<file path="src/hw/rtl/ifec_pkg.sv">
// Package for the IPv4 frame eligibility check: reason codes, frame offsets
// and limits. No dependencies.
`default_nettype none

package ifec_pkg;

    typedef logic [3:0] reason_t;
    typedef logic [5:0] pos_t;
    typedef logic [6:0] frame_len_t;

    localparam reason_t REASON_OK         = 4'd0;
    localparam reason_t REASON_META       = 4'd1;
    localparam reason_t REASON_SHORT_IP   = 4'd2;
    localparam reason_t REASON_ETHERTYPE  = 4'd3;
    localparam reason_t REASON_VERSION    = 4'd4;
    localparam reason_t REASON_IHL        = 4'd5;
    localparam reason_t REASON_TOO_LONG   = 4'd6;
    localparam reason_t REASON_CHECKSUM   = 4'd7;
    localparam reason_t REASON_TOO_SMALL  = 4'd8;
    localparam reason_t REASON_FRAGMENT   = 4'd9;
    localparam reason_t REASON_PROTOCOL   = 4'd10;
    localparam reason_t REASON_SHORT_L4   = 4'd11;

    // Byte offsets within the frame
    localparam pos_t POS_ETYPE_HI  = 6'd12;
    localparam pos_t POS_ETYPE_LO  = 6'd13;
    localparam pos_t POS_VER_IHL   = 6'd14;
    localparam pos_t POS_TLEN_HI   = 6'd16;
    localparam pos_t POS_TLEN_LO   = 6'd17;
    localparam pos_t POS_FRAG_HI   = 6'd20;
    localparam pos_t POS_FRAG_LO   = 6'd21;
    localparam pos_t POS_PROTO     = 6'd23;
    localparam pos_t POS_IP_FIRST  = 6'd14;
    localparam pos_t POS_IP_LAST   = 6'd33;
    localparam pos_t POS_MAX       = 6'd63;

    localparam frame_len_t MIN_IP_FRAME   = 7'd34;
    localparam frame_len_t TCP_FRAME      = 7'd54;
    localparam frame_len_t SMALL_L4_FRAME = 7'd42;

    localparam logic [15:0] ETHERTYPE_IPV4 = 16'h0800;
    localparam logic [3:0]  IP_VERSION_4   = 4'd4;
    localparam logic [3:0]  IHL_NO_OPTIONS = 4'd5;
    localparam logic [15:0] TLEN_MAX       = 16'd65495;
    localparam logic [15:0] TLEN_MIN       = 16'd20;
    localparam logic [15:0] FRAG_MASK      = 16'hBFFF;
    localparam logic [15:0] CSUM_GOOD      = 16'hFFFF;

    localparam logic [7:0] PROTO_ICMP = 8'd1;
    localparam logic [7:0] PROTO_TCP  = 8'd6;
    localparam logic [7:0] PROTO_UDP  = 8'd17;

endpackage

`default_nettype wire

</file>
<file path="src/hw/rtl/ipv4_frame_eligibility_check.sv">
// IPv4 frame eligibility check, top level (single module).
// Depends on ifec_pkg.
//
// Takes an Ethernet frame one byte per item, destination MAC first, and
// gives one verdict per frame, registered after its last byte leaves the
// input register: eligible = 1 for a plain IPv4 frame with TCP, UDP or
// ICMP, else 0 with the first failed check in reason. Bytes are taken one
// per cycle with no gaps; the input stalls only when a verdict sits in the
// result register and m_ready is low while the next last byte wants to
// leave the input register. The header checksum is kept as a running
// 16-bit ones'-complement sum with end-around carry, one add per header word.
`default_nettype none

module ipv4_frame_eligibility_check
    import ifec_pkg::*;
(
    input  wire logic       aclk,
    input  wire logic       aresetn,

    input  wire logic       s_valid,
    output logic            s_ready,
    input  wire logic [7:0] s_data_byte,
    input  wire logic       s_last_byte,
    input  wire logic       s_meta_is_ipv4,

    output logic            m_valid,
    input  wire logic       m_ready,
    output logic            m_eligible,
    output logic [3:0]      m_reason
);

    // Input register
    logic       in_valid_reg;
    logic [7:0] in_byte_reg;
    logic       in_last_reg;
    logic       in_meta_reg;

    // Frame state
    pos_t        pos_reg;
    logic        meta_reg;
    logic [15:0] etype_reg;
    logic [7:0]  ver_ihl_reg;
    logic [15:0] tlen_reg;
    logic [15:0] frag_reg;
    logic [7:0]  proto_reg;
    logic [15:0] csum_reg;
    logic [7:0]  pend_reg;

    // Result register
    logic    out_valid_reg;
    logic    out_elig_reg;
    reason_t out_reason_reg;

    logic        out_free;
    logic        advance;
    logic        meta_next;
    logic [15:0] etype_next;
    logic [7:0]  ver_ihl_next;
    logic [15:0] tlen_next;
    logic [15:0] frag_next;
    logic [7:0]  proto_next;
    logic [15:0] csum_next;
    logic [7:0]  pend_next;
    logic [16:0] csum_wide;
    logic        in_ip_hdr;
    frame_len_t  frame_len;
    pos_t        pos_next;
    reason_t     reason_next;

    assign out_free = !out_valid_reg || m_ready;
    assign advance  = in_valid_reg && (!in_last_reg || out_free);
    assign s_ready  = !in_valid_reg || advance;

    // Field capture for the byte in the input register
    always_comb begin
        meta_next    = (pos_reg == '0) ? in_meta_reg : meta_reg;
        etype_next   = etype_reg;
        ver_ihl_next = ver_ihl_reg;
        tlen_next    = tlen_reg;
        frag_next    = frag_reg;
        proto_next   = proto_reg;
        if (pos_reg == POS_ETYPE_HI) etype_next = {in_byte_reg, 8'h00};
        if (pos_reg == POS_ETYPE_LO) etype_next = {etype_reg[15:8], in_byte_reg};
        if (pos_reg == POS_VER_IHL)  ver_ihl_next = in_byte_reg;
        if (pos_reg == POS_TLEN_HI)  tlen_next = {in_byte_reg, 8'h00};
        if (pos_reg == POS_TLEN_LO)  tlen_next = {tlen_reg[15:8], in_byte_reg};
        if (pos_reg == POS_FRAG_HI)  frag_next = {in_byte_reg, 8'h00};
        if (pos_reg == POS_FRAG_LO)  frag_next = {frag_reg[15:8], in_byte_reg};
        if (pos_reg == POS_PROTO)    proto_next = in_byte_reg;
    end

    // Header words start on even offsets (header begins at 14)
    assign in_ip_hdr = (pos_reg >= POS_IP_FIRST) && (pos_reg <= POS_IP_LAST);
    assign csum_wide = {1'b0, csum_reg} + {1'b0, pend_reg, in_byte_reg};

    always_comb begin
        pend_next = pend_reg;
        csum_next = csum_reg;
        if (in_ip_hdr) begin
            if (!pos_reg[0]) begin
                pend_next = in_byte_reg;
            end else begin
                // end-around carry; matches a twice-folded full sum
                csum_next = csum_wide[15:0] + {15'd0, csum_wide[16]};
            end
        end
    end

    assign pos_next  = (pos_reg == POS_MAX) ? POS_MAX : pos_reg + 6'd1;
    assign frame_len = {1'b0, pos_reg} + 7'd1;

    always_comb begin
        priority if (!meta_next) begin
            reason_next = REASON_META;
        end else if (frame_len < MIN_IP_FRAME) begin
            reason_next = REASON_SHORT_IP;
        end else if (etype_next != ETHERTYPE_IPV4) begin
            reason_next = REASON_ETHERTYPE;
        end else if (ver_ihl_next[7:4] != IP_VERSION_4) begin
            reason_next = REASON_VERSION;
        end else if (ver_ihl_next[3:0] != IHL_NO_OPTIONS) begin
            reason_next = REASON_IHL;
        end else if (tlen_next > TLEN_MAX) begin
            reason_next = REASON_TOO_LONG;
        end else if (csum_next != CSUM_GOOD) begin
            reason_next = REASON_CHECKSUM;
        end else if (tlen_next < TLEN_MIN) begin
            reason_next = REASON_TOO_SMALL;
        end else if ((frag_next & FRAG_MASK) != '0) begin
            reason_next = REASON_FRAGMENT;
        end else if (proto_next == PROTO_TCP) begin
            reason_next = (frame_len < TCP_FRAME) ? REASON_SHORT_L4 : REASON_OK;
        end else if (proto_next == PROTO_UDP || proto_next == PROTO_ICMP) begin
            reason_next = (frame_len < SMALL_L4_FRAME) ? REASON_SHORT_L4 : REASON_OK;
        end else begin
            reason_next = REASON_PROTOCOL;
        end
    end

    // Control state
    always_ff @(posedge aclk) begin
        if (!aresetn) begin
            in_valid_reg  <= 1'b0;
            pos_reg       <= '0;
            meta_reg      <= 1'b0;
            csum_reg      <= '0;
            out_valid_reg <= 1'b0;
        end else begin
            if (s_ready) begin
                in_valid_reg <= s_valid;
            end
            if (advance) begin
                if (in_last_reg) begin
                    pos_reg  <= '0;
                    meta_reg <= 1'b0;
                    csum_reg <= '0;
                end else begin
                    pos_reg  <= pos_next;
                    meta_reg <= meta_next;
                    csum_reg <= csum_next;
                end
            end
            if (advance && in_last_reg) begin
                out_valid_reg <= 1'b1;
            end else if (m_ready) begin
                out_valid_reg <= 1'b0;
            end
        end
    end

    // Payload; fields are always rewritten before a frame long enough to read them
    always_ff @(posedge aclk) begin
        if (s_ready && s_valid) begin
            in_byte_reg <= s_data_byte;
            in_last_reg <= s_last_byte;
            in_meta_reg <= s_meta_is_ipv4;
        end
        if (advance) begin
            etype_reg   <= etype_next;
            ver_ihl_reg <= ver_ihl_next;
            tlen_reg    <= tlen_next;
            frag_reg    <= frag_next;
            proto_reg   <= proto_next;
            pend_reg    <= pend_next;
        end
        if (advance && in_last_reg) begin
            out_reason_reg <= reason_next;
            out_elig_reg   <= (reason_next == REASON_OK);
        end
    end

    assign m_valid    = out_valid_reg;
    assign m_eligible = out_elig_reg;
    assign m_reason   = out_reason_reg;

endmodule

`default_nettype wire

</file>
<file path="config.mk">
export PLATFORM = sky130hd
export DESIGN_NAME = ipv4_frame_eligibility_check
export DESIGN_NICKNAME = d
export VERILOG_FILES = /design/src/hw/rtl/ifec_pkg.sv /design/src/hw/rtl/ipv4_frame_eligibility_check.sv
export SDC_FILE = /design/constraint.sdc
export NUM_CORES = 1
export LEC_CHECK = 0
export BUFFER_PORTS_ARGS = -buffer_cell sky130_fd_sc_hd__buf_2
export CAP_MARGIN = 5
export CORE_MARGIN = 1
export CORE_UTILIZATION = 50
export DETAILED_ROUTE_END_ITERATION = 7
export PLACE_DENSITY_LB_ADDON = 0.15
export REMOVE_ABC_BUFFERS = 1
export SYNTH_ARGS = -nofsm -noshare
export SYNTH_HDL_FRONTEND = slang
export SYNTH_SLANG_ARGS = --single-unit
export TNS_END_PERCENT = 5
</file>
<file path="constraint.sdc">
create_clock -name aclk -period 6.2 [get_ports aclk]
set_input_delay 1.55 -clock aclk [delete_from_list [all_inputs] [get_ports aclk]]
set_output_delay 1.55 -clock aclk [all_outputs]
set_load 0.005 [all_outputs]
</file>
Word level (Yosys, flattened, before mapping)
Index checks and enable logic that the tools add are counted.

Register bits: 112. Bits of input ports: 14. Output and inout bits: 7. Logic and storage cells: 93.

Add/sub/neg operators: 4. $lt $le $gt $ge: 7. Equality and inequality tests: 16. Multiplexer cells: 30. Bitwise operators: 2. Reductions and logical operators: 17.

Operator list (count): $mux 16 (9); $mux 4 (13); $eq 6x5->1 const B (5); $lt 7x6->1 const B (3); $eq 6x4->1 const B (3); $add 16x16->17 (1); $add 16x1->16 (1); $gt 16x16->1 const B (1); $lt 16x5->1 const B (1); $mux 8 (2); $ne 16x12->1 const B (1); $ne 16x16->1 const B (1); $reduce_bool 16->1 (1); $mux 6 (2); $eq 8x1->1 const B (1); $eq 8x3->1 const B (1); $eq 8x5->1 const B (1); $ne 4x3->1 const B (2); $add 6x1->7 const B (1); $add 6x1->6 const B (1); $eq 6x6->1 const B (1); $ge 6x4->1 const B (1); $le 6x6->1 const B (1); $logic_not 6->1 (1); 8 further kinds (21).

Logic depth before layout (Yosys ltp)
Gate-level depths: netlist of run 1.

Depth in word-level cells: 16. Gate-level depth with buffers: 19. Mapped depth without buffers: 18.

Worst setup path after synthesis of run 1
Ideal clock, no wire load.

Kind: reg2reg. Start: register in_byte_reg[0]. End: register out_reason_reg[0] (netlist: m_reason[0]) (data pin). Arrival: 4.199 ns. Path slack: 1.735 ns. Cell stages (with the launch flop): 20. Path buffers: 1. Clock period less this slack: 4.465 ns. Cell sequence: edfxtp_1 -> ha_1 -> inv_1 -> fa_1 -> nor2b_4 -> o2111a_2 -> o21a_1 -> o41a_1 -> a21o_1 -> a21o_1 -> ha_1 -> ha_1 -> and3_1 -> and2_0 -> clkbuf_1 -> a2111oi_2 -> a21oi_1 -> or4bb_1 -> nor4_1 -> o21ai_1.

Longest elaborated chain between the ends: 14. Elaborated cells on any way between the ends: 33.

RTL lines: from (decl) (line ipv4_frame_eligibility_check.sv:34) `logic [7:0] in_byte_reg;`; from (signal assigned) (line ipv4_frame_eligibility_check.sv:174) `in_byte_reg <= s_data_byte;`; parallel branches: the longest is 11 deep, another holds $add 16x16->17; $mux 4 (*) (line ipv4_frame_eligibility_check.sv:117) `end else if (etype_next != ETHERTYPE_IPV4) begin`; $mux 4 (*) (line ipv4_frame_eligibility_check.sv:115) `end else if (frame_len < MIN_IP_FRAME) begin`; $mux 4 (*) (line ipv4_frame_eligibility_check.sv:113) `priority if (!meta_next) begin`; named net reason_next[0] (line ipv4_frame_eligibility_check.sv:68) `reason_t reason_next;`; to (signal assigned) (line ipv4_frame_eligibility_check.sv:187) `out_reason_reg <= reason_next;`; to (decl) (line ipv4_frame_eligibility_check.sv:52) `reason_t out_reason_reg;`.

Mark *: on every way through the listed nets, which the timed path passes. A chain may end at the register's enable or synchronous reset.

Worst setup path in the final report of run 1
Start: register in_byte_reg[2]. End: register out_reason_reg[1] (netlist: m_reason[1]) (data pin).

The elaborated chain is that of the path after synthesis.

==> flow_summary.toml, run 1 <==
[synthesis]
yosysWarningCount = 0
ys_seq_area_share_pct = 45.5
syn-cell-area_sq_um = 6650
synth_edf_count = 84
synthTopCellsByArea = "edfxtp_1 38%, dfxtp_1 7.5%, mux2_2 5.8%, ha_1 4.3%, a22o_1 2.9%"
synth-async-reset-ratio_pct = 0
ys_ff_latch = 109
yosysTopAreaCell = "edfxtp_1"
synth_top_area_share_pct = 37.9
synth_cell_types = 91
synth_flop_cell = "edfxtp_1"
synth.avg_cell_area_sq_um = 10.8
synthCells = 614

[sta]
hold_viol_final = 0
fin_crit_ps = 5310
fmax_mhz = 188
max_slew_margin_pct = 26.6
final.setup.tns_ps = 0
worstMarginPinSlew_ps = 1100
fin_crit_sh_pct = 85.6
setup_slack_ps = 892
whs_ps = 492
rsz0062_at_grt = "false"
slew_viol_final = 0
setup_viol = 0
skew_ps = 9.75

[layout]
utilization_pct = 56.3
regArea_sq_um = 3020
fill_cells = 1123
synthToLayoutAreaGrowth_pct = 8.09
final_cell_mix = "84 x edfxtp_1, 34 x mux2_2, 31 x nor2_1"
diodes = 0
mostFrequentLayoutCell = "edfxtp_1"
fin_nets = 658
drive_gt1_share_pct = 18.4
multi_input_area_sq_um = 3390

[cts]
cts_setup_buffers = 0
cts-resized-gates = 0
cts_buffers = 9
htreeDepth = 3
cts_tree = "done"
clock-root-buffer = "clkbuf_16"
max-clock-path-buffers = 2
clock_latency_ps = 360
cts_sinks = 109
hold_buffers = 0
clkTransAtPathRegs_ps = 80

[floorplanning]
io_pins = 21
die-width_microns = 117
dieArea_sq_um = 13800
row_count = 41
coreArea_sq_um = 12800
initial_utilization_pct = 52.0
fp.dieH_microns = 117

[drt]
drt-initial-drc-count = 392
drt-pass1-iter-count = 5
dr_total_vias = 4995
ant_nets = 0
routed_via_density = 6.27
wl_per_cell_microns = 20.7
drt_wl_total_microns = 16500
drcViolationCount = 0

[placed_design]
gp_congestion = 0.928
dp_hpwl_microns = 11900
dp_slack_ps = 966
numPortBuffers = 20

[power_and_ir_drop]
p_comb_share_pct = 4.8
max-vdd-ir-drop_mv = 0.249
switchingPower_w = 0.000362
p_int_w = 0.00114
p_per_area_nw_per_um2 = 209
p_leak_nw = 2.41
seqPwrFrac_pct = 53.3
swShare_pct = 24.1
p_clk_share_pct = 41.9

[setup_path]
required_ps = 6290
critPathLaunch = "in_byte_reg[2]"
endpoint = "m_reason[1]"
reg2reg_to = "m_reason[1]"
end_kind = "register"
path_max_fanout = 13
worstReg2RegStart = "in_byte_reg[2]"
cp-start-kind = "register"
cp.arrival_ps = 5400
rrSetupSlack_ps = 890
reg2regPathDepth = 16
worstSetupPathType = "reg -> reg"

[run]
drv_cap = 0

[worst_hold_path]
min_path_type = "reg -> reg"

[global_route]
overflow = 0
grt_pass1_vias = 4925
grtUsageTotal_pct = 24.6
antenna_found_initial = 0
grt_max_degree = 64
grt_first_pass_wirelength_microns = 26300

[outcome]
status = "complete, no violations"
-- synth_stat cells, types with 14 or more instances --
master and number:
a21oi_1 20, nor2b_1 25, a22oi_1 17, dfxtp_1 25, nand3_1 14, clkbuf_1 25
xnor2_1 17, nor2_1 31, mux2_2 34, a22o_1 22, ha_1 23, nand2_1 29
nor3_1 18, o21ai_0 17, edfxtp_1 84, inv_1 19
-- worst max-delay path, cell delays in order (launching register included) --
cell and delay, ps:
edfxtp_1 630, ha_1 470, nor2b_4 170, o2111a_2 300
o21a_1 200, o41a_1 410, a21o_1 200, a21o_1 180
ha_1 220, ha_1 240, and3_1 190, and2_0 250
a2111oi_2 320, a21oi_1 130, or4bb_1 520, nor4_1 470
a21oi_1 130
-- metal layers --
| layer | vias to the layer above | routed length (microns) | track usage, % |
|---|---|---|---|
| li1 | 2363 | - | - |
| met1 | 2446 | 7220 | 30.2 |
| met2 | 142 | 8040 | 41.2 |
| met3 | 44 | 584 | 3.70 |
| met4 | 0 | 681 | 14.0 |
| met5 | - | 0 | 0 |
-- cell families (layout without fill, tap and decap cells) --
| family | count (synthesis) | after routing | synth area share (%) |
|---|---|---|---|
| AOI/OAI and AO/OA | 147 | 147 | 16.8 |
| muxes | 42 | 42 | 6.96 |
| and+or+nand+nor | 214 | 214 | 19.3 |
| DFF | 109 | 109 | 45.5 |
| buffers and inverters | 53 | 64 | 3.58 |
| adders and majority gates | 24 | 24 | 4.63 |
| xor gates and xnor gates | 25 | 25 | 3.29 |
-- per-stage QoR --
step	total power, W	instance area, sq um	instances
6_report	0.00150	7190	797
5_1_grt	0.00154	7190	797
4_1_cts	0.00152	7190	797
3_5_place_dp	0.000889	6860	781
3_3_place_gp	0.000888	6860	781
2_1_floorplan	0.000857	6480	581
-- power by group through the flow --
stage / Combinational [W] / Sequential, W / Clock (W)
floorplan: 0.0000420 / 0.000815 / 0
global placement: 0.0000716 / 0.000816 / 0
detailed placement: 0.0000724 / 0.000817 / 0
CTS: 0.0000725 / 0.000800 / 0.000646
global route: 0.0000781 / 0.000801 / 0.000661
finish: 0.0000723 / 0.000800 / 0.000630
-- worst min path at each step --
stage / slack (ps) / end / cells after the start / from
after floorplan: 460 / csum_reg[15] / 2 / csum_reg[15]
after global placement: 480 / csum_reg[9] / 2 / csum_reg[9]
after detailed placement: 480 / csum_reg[10] / 2 / csum_reg[10]
after CTS: 500 / csum_reg[10] / 2 / csum_reg[10]
after global routing: 520 / csum_reg[10] / 2 / csum_reg[10]
final: 490 / csum_reg[15] / 2 / csum_reg[15]
-- cell type report --
cell class | count | share of cell area (%)
clock buffers | 9 | 3.13
clock inverters | 7 | 1.39
inverters | 20 | 1.04
multi-input cells | 452 | 47.1
flip-flops and latches | 109 | 42.1
well taps | 172 | 2.99
repair buffers | 28 | 2.23
No activity file was read; power rests on OpenSTA's default activity.
==> inputs of run 2 (changes only) <==
ABC_AREA = 1   (was default)
clock period = 5.4 ns   (was 6.2 ns; I/O delays follow)
==> run 2 against run 1 <==
Sequential share of layout area is 0.97 points lower. Clock-buffer cell count stayed put. Clock skew is 2.1 ps lower. Global-route usage is 0.80 points higher. Flip-flop and latch count stayed put. Combinational power hardly changed. First-iteration DRC count is 20% higher. Sequential power is 14% higher. Die area is 1.6% higher. Routed wire length is 0.32% higher. Highest routed layer unchanged.
==> flow_summary.toml, run 2 <==
[power_and_ir_drop]
max-vdd-ir-drop_mv = 0.214
p_leak_nw = 3.19
seqPwrFrac_pct = 54.3
swShare_pct = 23.1
p_int_w = 0.00130
p_comb_share_pct = 4.3
switchingPower_w = 0.000391
power_w = 0.00169
p_clk_share_pct = 41.4
p_per_area_nw_per_um2 = 229

[placed_design]
dp.cells = 1103
dp_slack_ps = 1050
dp_hpwl_microns = 12400
gp_congestion = 0.928
numPortBuffers = 20

[cts]
cts-resized-gates = 0
cts_tree = "done"
clock-root-buffer = "clkbuf_16"
clock_latency_ps = 360
cts_setup_buffers = 0
clkTransAtPathRegs_ps = 70
htreeDepth = 3
hold_buffers = 0
max-clock-path-buffers = 2
cts_sinks = 109
cts_buffers = 9

[setup_path]
crit_top_cell = "nand2_1"
cpMaxStageDelayCell = "edfxtp_1"
worstSetupPathType = "reg -> reg"
end_kind = "register"
cp.arrival_ps = 4490
path_max_fanout = 6
critPathMaxStageDelay_ps = 480
required_ps = 5510
cp-start-kind = "register"
reg2regPathDepth = 31

[floorplanning]
coreArea_sq_um = 13200
row_count = 42
dieArea_sq_um = 14000
io_pins = 21
initial_utilization_pct = 51.2
fp.dieH_microns = 118
die-width_microns = 118

[drt]
ant_nets = 0
dr_total_vias = 5870
wl_per_cell_microns = 14.8
drt-initial-drc-count = 470
drt_wl_total_microns = 16600
drt-pass1-iter-count = 7
drcViolationCount = 0
routed_via_density = 5.25

[synthesis]
yosysTopAreaCell = "edfxtp_1"
synthCells = 917
yosysMostFrequentCell = "nand2_1"
synth_edf_count = 84
synth-async-reset-ratio_pct = 0
synth_top_area_share_pct = 37.3
synthTopCellsByArea = "edfxtp_1 37%, nand2_1 16%, inv_1 7.8%, dfxtp_1 7.4%, nand3_1 6.8%"
synth.avg_cell_area_sq_um = 7.37
syn-cell-area_sq_um = 6760
synth_flop_cell = "edfxtp_1"
ys_ff_latch = 109
ys_seq_area_share_pct = 44.7
synth_cell_types = 35
synthTopCellsByCount = "283 x nand2_1, 141 x inv_1, 92 x nand3_1, 84 x edfxtp_1, 71 x nor2_1"
yosysWarningCount = 0

[layout]
synthToLayoutAreaGrowth_pct = 8.83
diodes = 0
utilization_pct = 55.8
drive_gt1_share_pct = 7.00
fin_nets = 976
instances_no_fill = 1119
final_cell_mix = "283 x nand2_1, 140 x inv_1, 92 x nand3_1"
mostFrequentLayoutCell = "nand2_1"

[sta]
setup_slack_ps = 1020
worstMarginPinSlew_ps = 835
setup_viol = 0
fin_crit_sh_pct = 81.1
fin_crit_ps = 4380
hold_viol_final = 0
max_slew_margin_pct = 44.3
fmax_mhz = 228
slew_viol_final = 0
final.setup.tns_ps = 0
rsz0062_at_grt = "false"
skew_ps = 7.68

[worst_hold_path]
hold_depth = 2
min_path_type = "reg -> reg"

[run]
drv_cap = 0

[global_route]
grt_pass1_vias = 5497
grt_max_degree = 27
grt_first_pass_wirelength_microns = 27500
grtUsageTotal_pct = 25.4
overflow = 0
antenna_found_initial = 0

[outcome]
status = "complete, no violations"
## run 2: cell count changes in the layout (fill, tap and decap cells not counted), moves of 22 or more
cell | before | now
o21ai_0 | 17 | 48
nand2_1 | 29 | 283
nor2b_1 | 25 | 0
nor2_1 | 31 | 71
a22o_1 | 22 | 0
mux2_2 | 34 | 0
nand3_1 | 14 | 92
a21oi_1 | 20 | 50
inv_1 | 18 | 140
## run 2: power groups by stage
stage          sequential [W]  clock (W)  combinational [W]
6_report             0.000916   0.000699          0.0000726
5_1_grt              0.000917   0.000741          0.0000819
2_1_floorplan        0.000932          0          0.0000444
4_1_cts              0.000916   0.000715          0.0000731
3_3_place_gp         0.000935          0          0.0000728
3_5_place_dp         0.000935          0          0.0000727
## run 2: metal layers
metal / wire (microns) / share of wire (%) / global-route usage (%) / vias to the layer above
met1: 7640 / 46 / 33.2 / 2680
met2: 7740 / 47 / 41.6 / 113
met5: 0 / 0 / 0 / -
li1: - / - / - / 3053
met3: 658 / 4.0 / 3.38 / 24
met4: 544 / 3.3 / 12.3 / 0
## run 2: path summary, 6_finish.rpt
path	start	end	slack [ps]
worst max-delay path	in_byte_reg[0]	m_reason[0]	1020
worst min-delay path	meta_reg	meta_reg	470
worst max register to register	in_byte_reg[0]	m_reason[0]	1020
worst min register to register	meta_reg	meta_reg	470
## run 2: final cells by class
| type | count | area [sq um] |
|---|---|---|
| Clock buffer | 9 | 225 |
| Clock inverter | 7 | 87.6 |
| Fill cell | 1270 | 5840 |
| Inverter | 146 | 548 |
| Multi-Input combinational cell | 646 | 3110 |
| Sequential cell | 109 | 3020 |
| Tap cell | 176 | 220 |
| Timing Repair Buffer | 26 | 145 |
## run 2: cells by family after synthesis
| family | Yosys count | share of synthesized area (%) |
|---|---|---|
| flip-flops | 109 | 44.7 |
| XOR/XNOR | 4 | 0.518 |
| AND/OR/NAND/NOR | 501 | 31.9 |
| buffers and inverters | 162 | 9.31 |
| AO/OA/AOI/OAI | 117 | 9.02 |
| adder cells (fa/ha/maj) | 24 | 4.55 |
## run 2: per-stage QoR
step / hold slack, ps / instance area [sq um]
after floorplan: 445 / 6680
after global placement: 457 / 7040
after detailed placement: 460 / 7040
after CTS: 470 / 7350
after global routing: 507 / 7350
final: 468 / 7350
## run 2: critical path, delay by kind of cell (launching register included)
family          cells  cell delay [ps]
fa+ha+maj           4             1070
simple gates       21             1960
flops               1              480
compound gates      3              360
buf+inv             3              270
